--- src/hw/rtl/ttx_pkg.sv ---
// Shared types and constants for the text terminal engine.
`default_nettype none
package ttx_pkg;

    localparam int COL_W     = 7;
    localparam int ROW_W     = 6;
    localparam int CELL_W    = 13;
    localparam int COLOR_W   = 8;
    localparam int FUNC_W    = 4;
    localparam int IDX_W     = 11;
    localparam int CFG_IDX_W = 3;

    // command codes
    localparam logic [FUNC_W-1:0] FN_PRINT     = 4'd0;
    localparam logic [FUNC_W-1:0] FN_LEFT      = 4'd1;
    localparam logic [FUNC_W-1:0] FN_RIGHT     = 4'd2;
    localparam logic [FUNC_W-1:0] FN_UP        = 4'd3;
    localparam logic [FUNC_W-1:0] FN_DOWN      = 4'd4;
    localparam logic [FUNC_W-1:0] FN_BACKSPACE = 4'd5;
    localparam logic [FUNC_W-1:0] FN_CLEAR     = 4'd6;
    localparam logic [FUNC_W-1:0] FN_CUR_ON    = 4'd7;
    localparam logic [FUNC_W-1:0] FN_CUR_OFF   = 4'd8;
    localparam logic [FUNC_W-1:0] FN_TICK      = 4'd9;
    localparam logic [FUNC_W-1:0] FN_READ      = 4'd10;

    // register indexes
    localparam logic [CFG_IDX_W-1:0] CFG_COLUMNS  = 3'd0;
    localparam logic [CFG_IDX_W-1:0] CFG_ROWS     = 3'd1;
    localparam logic [CFG_IDX_W-1:0] CFG_FG       = 3'd2;
    localparam logic [CFG_IDX_W-1:0] CFG_BG       = 3'd3;
    localparam logic [CFG_IDX_W-1:0] CFG_INTERVAL = 3'd4;

    // special bytes
    localparam logic [7:0] SYM_CR     = 8'h0d;
    localparam logic [7:0] SYM_LF     = 8'h0a;
    localparam logic [7:0] SYM_TAB    = 8'h09;
    localparam logic [7:0] SYM_SPACE  = 8'h20;
    localparam logic [7:0] BLINK_MASK = 8'h80;
    localparam logic [1:0] TAB_MASK   = 2'b11;

    typedef struct packed {
        logic [7:0] ch;
        logic [7:0] fg;
        logic [7:0] bg;
    } cell_t;

    typedef struct packed {
        logic [COL_W-1:0]   columns;
        logic [ROW_W-1:0]   rows;
        logic [COLOR_W-1:0] fg;
        logic [COLOR_W-1:0] bg;
        logic [7:0]         interval;
    } cfg_t;

    typedef struct packed {
        logic [IDX_W-1:0] cursor_pos;
        cell_t            entry;
        logic             blinking;
    } res_t;

endpackage
`default_nettype wire

--- src/hw/rtl/ttx_seq.sv ---
// Command sequencer: cursor tracking, scroll/backspace/clear sweeps, blink.
`default_nettype none
module ttx_seq #(
    parameter int MAX_COLUMNS = 64,
    parameter int MAX_ROWS    = 32,
    parameter int AW          = 11
) (
    input  wire logic                       clk,
    input  wire logic                       rst_n,
    input  wire logic                       cmd_valid,
    output logic                            cmd_busy,
    input  wire logic [ttx_pkg::FUNC_W-1:0] func,
    input  wire logic [7:0]                 symbol,
    input  wire logic [ttx_pkg::IDX_W-1:0]  cell_index,
    input  wire ttx_pkg::cfg_t              cfg,
    input  wire logic                       geom_changed,
    input  wire logic                       res_free,
    output logic                            res_load,
    output ttx_pkg::res_t                   res,
    output logic                            mem_we,
    output logic [AW-1:0]                   mem_waddr,
    output ttx_pkg::cell_t                  mem_wdata,
    output logic [AW-1:0]                   mem_raddr,
    input  wire ttx_pkg::cell_t             mem_rdata
);
    import ttx_pkg::*;

    localparam int PLANE = MAX_COLUMNS * MAX_ROWS;
    localparam int XW    = AW + 1;

    typedef enum logic [10:0] {
        S_IDLE   = 11'b00000000001,
        S_GEOM   = 11'b00000000010,
        S_CHECK  = 11'b00000000100,
        S_DIVIDE = 11'b00000001000,
        S_EXEC   = 11'b00000010000,
        S_PUT    = 11'b00000100000,
        S_CP_RD  = 11'b00001000000,
        S_CP_WR  = 11'b00010000000,
        S_BLANK  = 11'b00100000000,
        S_RDWAIT = 11'b01000000000,
        S_DONE   = 11'b10000000000
    } state_t;

    state_t             state_reg, state_next;
    logic [FUNC_W-1:0]  func_reg, func_next;
    logic [7:0]         sym_reg, sym_next;
    logic [IDX_W-1:0]   idx_reg, idx_next;
    logic [XW-1:0]      cursor_reg, cursor_next;
    logic [COL_W-1:0]   col_reg, col_next;
    logic [ROW_W-1:0]   row_reg, row_next;
    logic               dirty_reg, dirty_next;
    logic [XW-1:0]      cells_reg, cells_next;
    logic [XW-1:0]      src_reg, src_next;
    logic [XW-1:0]      dst_reg, dst_next;
    logic [XW-1:0]      end_reg, end_next;
    cell_t              saved_reg, saved_next;
    logic               blink_reg, blink_next;
    logic [7:0]         count_reg, count_next;
    cell_t              rd_reg, rd_next;

    logic [COL_W-1:0]   cols;
    logic [ROW_W-1:0]   rows;
    logic [ROW_W-1:0]   last_row;
    logic [XW-1:0]      colsx;
    logic [XW-1:0]      cursor_inc;
    logic [XW-1:0]      row_start;
    logic [COL_W-1:0]   col_inc;
    logic [COL_W-1:0]   adv_col;
    logic               col_wrap;
    logic               adv_end;
    logic               tab_mode;
    cell_t              blank;
    logic [7:0]         tick_ch;

    // clamped geometry and cursor arithmetic
    always_comb
    begin
        if (cfg.columns == '0)
            cols = COL_W'(1);
        else if (32'(cfg.columns) > MAX_COLUMNS)
            cols = COL_W'(MAX_COLUMNS);
        else
            cols = cfg.columns;

        if (cfg.rows < ROW_W'(2))
            rows = ROW_W'(2);
        else if (32'(cfg.rows) > MAX_ROWS)
            rows = ROW_W'(MAX_ROWS);
        else
            rows = cfg.rows;
    end

    assign last_row   = rows - ROW_W'(1);
    assign colsx      = XW'(cols);
    assign cursor_inc = cursor_reg + XW'(1);
    assign row_start  = cursor_reg - XW'(col_reg);
    assign col_inc    = col_reg + COL_W'(1);
    assign col_wrap   = (col_inc == cols);
    assign adv_col    = col_wrap ? '0 : col_inc;
    assign adv_end    = (cursor_inc == cells_reg);
    assign tab_mode   = (sym_reg == SYM_TAB);
    assign blank      = '{ch: SYM_SPACE, fg: cfg.fg, bg: cfg.bg};
    assign tick_ch    = mem_rdata.ch ^ BLINK_MASK;

    // sequencer
    always_comb
    begin
        state_next  = state_reg;
        func_next   = func_reg;
        sym_next    = sym_reg;
        idx_next    = idx_reg;
        cursor_next = cursor_reg;
        col_next    = col_reg;
        row_next    = row_reg;
        dirty_next  = dirty_reg | geom_changed;
        cells_next  = cells_reg;
        src_next    = src_reg;
        dst_next    = dst_reg;
        end_next    = end_reg;
        saved_next  = saved_reg;
        blink_next  = blink_reg;
        count_next  = count_reg;
        rd_next     = rd_reg;
        mem_we      = 1'b0;
        mem_waddr   = cursor_reg[AW-1:0];
        mem_wdata   = saved_reg;
        mem_raddr   = cursor_reg[AW-1:0];
        res_load    = 1'b0;

        unique case (state_reg)
            S_IDLE:
            begin
                if (cmd_valid)
                begin
                    func_next  = func;
                    sym_next   = symbol;
                    idx_next   = cell_index;
                    rd_next    = '0;
                    state_next = S_GEOM;
                end
            end

            S_GEOM:
            begin
                cells_next = XW'(CELL_W'(cols) * CELL_W'(rows));
                state_next = S_CHECK;
            end

            // cursor left beyond the screen or geometry rewritten
            S_CHECK:
            begin
                if (cursor_reg >= cells_reg)
                begin
                    cursor_next = cells_reg - XW'(1);
                    col_next    = cols - COL_W'(1);
                    row_next    = last_row;
                    dirty_next  = 1'b0;
                    state_next  = S_EXEC;
                end
                else if (dirty_reg)
                begin
                    src_next   = cursor_reg;
                    row_next   = '0;
                    state_next = S_DIVIDE;
                end
                else
                begin
                    state_next = S_EXEC;
                end
            end

            // row/column by repeated subtraction
            S_DIVIDE:
            begin
                if (src_reg >= colsx)
                begin
                    src_next = src_reg - colsx;
                    row_next = row_reg + ROW_W'(1);
                end
                else
                begin
                    col_next   = COL_W'(src_reg);
                    dirty_next = 1'b0;
                    state_next = S_EXEC;
                end
            end

            S_EXEC:
            begin
                state_next = S_DONE;
                unique case (func_reg)
                    FN_PRINT:
                    begin
                        if (sym_reg == SYM_CR)
                        begin
                            cursor_next = row_start;
                            col_next    = '0;
                        end
                        else if (sym_reg == SYM_LF)
                        begin
                            col_next = '0;
                            if (row_reg == last_row)
                            begin
                                cursor_next = row_start;
                                dst_next    = '0;
                                src_next    = colsx;
                                end_next    = cells_reg;
                                state_next  = S_CP_RD;
                            end
                            else
                            begin
                                cursor_next = row_start + colsx;
                                row_next    = row_reg + ROW_W'(1);
                            end
                        end
                        else if (tab_mode)
                        begin
                            if ((col_reg[1:0] & TAB_MASK) != '0)
                                state_next = S_PUT;
                        end
                        else
                        begin
                            state_next = S_PUT;
                        end
                    end

                    FN_LEFT:
                    begin
                        if (cursor_reg != '0)
                        begin
                            cursor_next = cursor_reg - XW'(1);
                            if (col_reg == '0)
                            begin
                                col_next = cols - COL_W'(1);
                                row_next = row_reg - ROW_W'(1);
                            end
                            else
                            begin
                                col_next = col_reg - COL_W'(1);
                            end
                        end
                    end

                    FN_RIGHT:
                    begin
                        if (adv_end)
                        begin
                            cursor_next = cells_reg - colsx;
                            col_next    = '0;
                            dst_next    = '0;
                            src_next    = colsx;
                            end_next    = cells_reg;
                            state_next  = S_CP_RD;
                        end
                        else
                        begin
                            cursor_next = cursor_inc;
                            col_next    = adv_col;
                            if (col_wrap)
                                row_next = row_reg + ROW_W'(1);
                        end
                    end

                    FN_UP:
                    begin
                        if (row_reg != '0)
                        begin
                            cursor_next = cursor_reg - colsx;
                            row_next    = row_reg - ROW_W'(1);
                        end
                    end

                    FN_DOWN:
                    begin
                        if (row_reg == last_row)
                        begin
                            dst_next   = '0;
                            src_next   = colsx;
                            end_next   = cells_reg;
                            state_next = S_CP_RD;
                        end
                        else
                        begin
                            cursor_next = cursor_reg + colsx;
                            row_next    = row_reg + ROW_W'(1);
                        end
                    end

                    // shift rest of the row left, blank its last cell
                    FN_BACKSPACE:
                    begin
                        if (cursor_reg != '0)
                        begin
                            cursor_next = cursor_reg - XW'(1);
                            dst_next    = cursor_reg - XW'(1);
                            src_next    = cursor_reg;
                            if (col_reg == '0)
                            begin
                                col_next = cols - COL_W'(1);
                                row_next = row_reg - ROW_W'(1);
                                end_next = cursor_reg;
                            end
                            else
                            begin
                                col_next = col_reg - COL_W'(1);
                                end_next = row_start + colsx;
                            end
                            state_next = S_CP_RD;
                        end
                    end

                    FN_CLEAR:
                    begin
                        cursor_next = '0;
                        col_next    = '0;
                        row_next    = '0;
                        dst_next    = '0;
                        src_next    = cells_reg;
                        end_next    = cells_reg;
                        state_next  = S_CP_RD;
                    end

                    FN_CUR_ON:
                    begin
                        state_next = S_RDWAIT;
                    end

                    FN_READ:
                    begin
                        mem_raddr  = AW'(idx_reg);
                        state_next = S_RDWAIT;
                    end

                    FN_CUR_OFF:
                    begin
                        blink_next = 1'b0;
                        mem_we     = 1'b1;
                        mem_wdata  = saved_reg;
                    end

                    FN_TICK:
                    begin
                        if (blink_reg)
                        begin
                            if (count_reg == '0)
                                state_next = S_RDWAIT;
                            else
                                count_next = count_reg - 8'd1;
                        end
                    end

                    default:
                    begin
                        state_next = S_DONE;
                    end
                endcase
            end

            // store one symbol and advance; repeats for tab padding
            S_PUT:
            begin
                mem_we    = 1'b1;
                mem_wdata = '{ch: (tab_mode ? SYM_SPACE : sym_reg), fg: cfg.fg, bg: cfg.bg};
                if (adv_end)
                begin
                    cursor_next = cells_reg - colsx;
                    col_next    = '0;
                    dst_next    = '0;
                    src_next    = colsx;
                    end_next    = cells_reg;
                    state_next  = S_CP_RD;
                end
                else
                begin
                    cursor_next = cursor_inc;
                    col_next    = adv_col;
                    if (col_wrap)
                        row_next = row_reg + ROW_W'(1);
                    if (tab_mode && ((adv_col[1:0] & TAB_MASK) != '0))
                        state_next = S_PUT;
                    else
                        state_next = S_DONE;
                end
            end

            // cell copy sweep: read source
            S_CP_RD:
            begin
                if (src_reg == end_reg)
                begin
                    state_next = S_BLANK;
                end
                else
                begin
                    mem_raddr  = src_reg[AW-1:0];
                    state_next = S_CP_WR;
                end
            end

            // cell copy sweep: write destination
            S_CP_WR:
            begin
                mem_we     = 1'b1;
                mem_waddr  = dst_reg[AW-1:0];
                mem_wdata  = mem_rdata;
                src_next   = src_reg + XW'(1);
                dst_next   = dst_reg + XW'(1);
                state_next = S_CP_RD;
            end

            // blank fill up to the end mark
            S_BLANK:
            begin
                if (dst_reg == end_reg)
                begin
                    state_next = S_DONE;
                end
                else
                begin
                    mem_we    = 1'b1;
                    mem_waddr = dst_reg[AW-1:0];
                    mem_wdata = blank;
                    dst_next  = dst_reg + XW'(1);
                end
            end

            S_RDWAIT:
            begin
                state_next = S_DONE;
                unique case (func_reg)
                    FN_CUR_ON:
                    begin
                        saved_next = mem_rdata;
                        blink_next = 1'b1;
                        count_next = '0;
                    end
                    FN_TICK:
                    begin
                        mem_we       = 1'b1;
                        mem_wdata.ch = tick_ch;
                        mem_wdata.fg = (tick_ch[7] != saved_reg.ch[7]) ? cfg.fg : saved_reg.fg;
                        mem_wdata.bg = mem_rdata.bg;
                        count_next   = cfg.interval - 8'd1;
                    end
                    default:
                    begin
                        if (32'(idx_reg) < PLANE)
                            rd_next = mem_rdata;
                    end
                endcase
            end

            S_DONE:
            begin
                if (res_free)
                begin
                    res_load   = 1'b1;
                    state_next = S_IDLE;
                end
            end

            default:
            begin
                state_next = S_IDLE;
            end
        endcase
    end

    // control state
    always_ff @(posedge clk or negedge rst_n)
    begin
        if (!rst_n)
        begin
            state_reg  <= S_IDLE;
            cursor_reg <= '0;
            col_reg    <= '0;
            row_reg    <= '0;
            dirty_reg  <= 1'b0;
            saved_reg  <= '0;
            blink_reg  <= 1'b0;
            count_reg  <= '0;
        end
        else
        begin
            state_reg  <= state_next;
            cursor_reg <= cursor_next;
            col_reg    <= col_next;
            row_reg    <= row_next;
            dirty_reg  <= dirty_next;
            saved_reg  <= saved_next;
            blink_reg  <= blink_next;
            count_reg  <= count_next;
        end
    end

    // payload
    always_ff @(posedge clk)
    begin
        func_reg  <= func_next;
        sym_reg   <= sym_next;
        idx_reg   <= idx_next;
        cells_reg <= cells_next;
        src_reg   <= src_next;
        dst_reg   <= dst_next;
        end_reg   <= end_next;
        rd_reg    <= rd_next;
    end

    assign cmd_busy       = (state_reg != S_IDLE);
    assign res.cursor_pos = IDX_W'(cursor_reg);
    assign res.entry      = rd_reg;
    assign res.blinking   = blink_reg;

endmodule
`default_nettype wire

--- config.mk ---
export PLATFORM = sky130hd
export DESIGN_NAME = ttx_seq
export DESIGN_NICKNAME = d
export VERILOG_FILES = /design/src/hw/rtl/ttx_pkg.sv /design/src/hw/rtl/ttx_seq.sv
export SDC_FILE = /design/constraint.sdc
export NUM_CORES = 1
export LEC_CHECK = 0
export BUFFER_PORTS_ARGS = -buffer_cell sky130_fd_sc_hd__buf_2
export CAP_MARGIN = 15
export CORE_MARGIN = 1
export CORE_UTILIZATION = 50
export CTS_CLUSTER_DIAMETER = 60
export DETAILED_ROUTE_END_ITERATION = 8
export PLACE_DENSITY = 0.74
export SLEW_MARGIN = 15
export SYNTH_ARGS = -nofsm -noshare
export SYNTH_HDL_FRONTEND = slang
export SYNTH_SLANG_ARGS = --single-unit
--- constraint.sdc ---
create_clock -name clk -period 9.7 [get_ports clk]
set_input_delay 0.97 -clock clk [delete_from_list [all_inputs] [get_ports clk]]
set_output_delay 0.97 -clock clk [all_outputs]
set_load 0.01 [all_outputs]
==> metrics <==
Unique masters post-synth slightly below 90; hold_sp saved_reg[9]$_DFFE_PN0P_; cell depth of the worst hold path 1; Pre-Repair DR Iteration Count 8; Reg2Reg Setup Slack approximately 4.6 ns; Fin Hold WS slightly above 0.5 ns; RSZ-0062 raised after global routing false; GRT Residual Overflow 0; final setup violation count 0; Tot Pwr between 4 and 5 mW; share of post-route cells with drive strength above 1 15.93%; nets 2,192; final setup TNS 0 ns; final worst path period share 57.31%; reg2reg start cursor_reg[9]$_DFFE_PN0P_; RePlAce Congestion between 1 and 1.5; Post-synth top flop edfxtp_1; Inserted Clock Buffers 17; maximum clock path buffer count 2; post-DP HPWL approximately 47,000 um; Post-CTS Hold Buffers 0; Clock transition at path regs 0.07 ns; num rows 64; most common cell after layout, fill and taps aside nor2_1; CP required 9.91 ns; largest net degree at the start of global routing just over 70; yosys warns 0; Total GRT Usage 38.33%; Max Cap Viol 0; Initial Util about half; Post-synth EDFFs 95; Ports 174; IO buf count 173; Max Slew Vio Count 0; die width 180.3 um; Worst Setup End Kind flop; Rel. slew slack 14.84%; worst hold path type reg -> reg; Hold EP saved_reg[9]$_DFFE_PN0P_; mapped cell area 0.01589 mm2; Detailed Route Iter0 Violations 2,217; Layout Skew ~0.013 ns; post-CTS setup buffers 0; first-pass GRT wire length 94,020 um; Async SR Flop Fraction 42.42%; CTS Root Cell clkbuf_16; clk sink count 165; fin area 0.01763 mm2; initial antenna violation count 2; Power Density 263.3 mW/mm2; DP Worst Slack 3.718 ns; Die H 180.3 um; fin crit period 5.559 ns; drt wl/cell 26.09 um; syn_nets 2,085; nature of the critical path startpoint primary input; Area Growth Syn to Fin 10.92%; DRC violation count after routing 0; Reg-to-Reg End src_reg[2]$_DFFE_PP_; placed cell area 0.01700 mm2; commonest non-fill, non-tap cells in the layout nor2_1 (176), buf_2 (172), nand2_1 (144); CTS tree yes; post-synthesis sequential area ratio 28.98%; setup ws final between 4 and 5 ns; Core Area 0.03091 mm2; WS Path Type in -> reg; vias per inst slightly below 7; final hold vios 0; Syn Inst Count 1,883; R2R cell count 9; # H-tree levels 4; final WL 62,640 um; f_max 0.1799 GHz; post-CTS sizing 0; vias in the first global route 15,310; Via Count 16,280; crit-path max FO 9; full die area roughly 0.033 mm2; status completed; Worst-Margin Slew 1.266 ns; Peak VDD IR roughly 180 uV; Yosys reg bits about 170; Avg Cell Area, Syn 8.441 um2; Worst-Skew Late Latency 0.47 ns; Lkg Pwr 7.192 nW; CP Data Arrival Time 5.76 ns; Final ANT Viol Nets 0
[stage by stage]
step	util, %	cells
final	57.04	2401
after global routing	57.04	2401
after CTS	57.00	2399
after detailed placement	55.01	2367
after global placement	55.01	2367
after floorplan	-	1883
[cell usage after synthesis, types with 12 or more instances]
library cell	n	area share, %
o21ai_0	119	3.7
nor4_1	18	0.71
nand3_1	50	1.6
a222oi_1	31	2.0
clkbuf_1	81	1.9
o211ai_1	12	0.57
nor3_1	48	1.5
dfrtp_1	69	11
a21o_1	24	1.1
nor2b_1	21	0.83
a211oi_1	22	1.0
o22ai_1	19	0.75
and3_1	21	0.83
a221oi_1	13	0.72
and2_1	31	1.2
nor2_1	177	4.2
xnor2_1	124	6.8
or3_1	20	0.79
a21oi_1	120	3.8
nand4_1	20	0.79
a22oi_1	40	1.9
inv_1	119	2.8
mux2_2	40	2.8
xor2_1	30	1.7
a31oi_1	16	0.63
or2_2	12	0.47
fa_1	25	3.1
edfxtp_1	95	18
ha_1	88	6.9
buf_4	13	0.61
nand2b_1	18	0.71
a221o_1	14	0.88
buf_2	17	0.54
nand2_1	144	3.4
[worst max-delay path, stage by stage]
cell and delay [ns]:
buf_2 0.12, nor4_1 0.61, a21oi_1 0.19, nor2_1 0.61
nand2_1 0.18, fa_1 0.54, fa_1 0.54, fa_1 0.54
inv_1 0.04, ha_1 0.33, a21o_1 0.19, a21oi_1 0.21
o21bai_1 0.08, a21oi_1 0.23, o21bai_1 0.09, a21oi_1 0.18
xnor2_1 0.11
[metal layers]
layer	vias up	share of wire, %	wire length, um	global-route usage, %
met4	0	6.2	3863	22.67
met3	225	12	7369	9.135
li1	7114	-	-	-
met1	7780	38	24040	49.96
met5	-	0	0	0
met2	1162	44	27370	57.88
[how the worst max path moves through the flow]
stage                              end  cells past startpoint    start
2_1_floorplan  cells_reg[11]$_DFFE_PP_                     16  cfg[32]
6_report       cells_reg[11]$_DFFE_PP_                     17  cfg[32]
4_1_cts        cells_reg[11]$_DFFE_PP_                     17  cfg[32]
5_1_grt        cells_reg[11]$_DFFE_PP_                     19  cfg[32]
3_5_place_dp   cells_reg[11]$_DFFE_PP_                     17  cfg[32]
3_3_place_gp   cells_reg[11]$_DFFE_PP_                     17  cfg[32]
[kinds of logic after synthesis]
family                   count (synthesis)  synth area share [%]
buffers and inverters                  242                 6.164
flip-flops                             165                 28.98
AND/OR/NAND/NOR                        623                 19.36
adder cells (fa/ha/maj)                113                 10.08
AO/OA/AOI/OAI                          528                 22.30
XOR/XNOR                               162                 9.651
multiplexers                            50                 3.472
[power by group]
| part | internal [mW] | switching [mW] |
|---|---|---|
| Combinational | 1.00 | 1.78 |
| Sequential | 0.904 | 0.217 |
| Clock | 0.403 | 0.339 |
| Total | 2.31 | 2.33 |
[cell type report]
cell class	count	area, um2
fillers	2827	13280
multi-input cells	1476	10330
well taps	396	495.5
clock inverters	13	160.2
flip-flops and latches	165	4606
inverters	126	473.0
repair buffers	204	1101
diodes	2	5.005
clock buffers	19	454.2
Power figures use the tool's default switching activity.
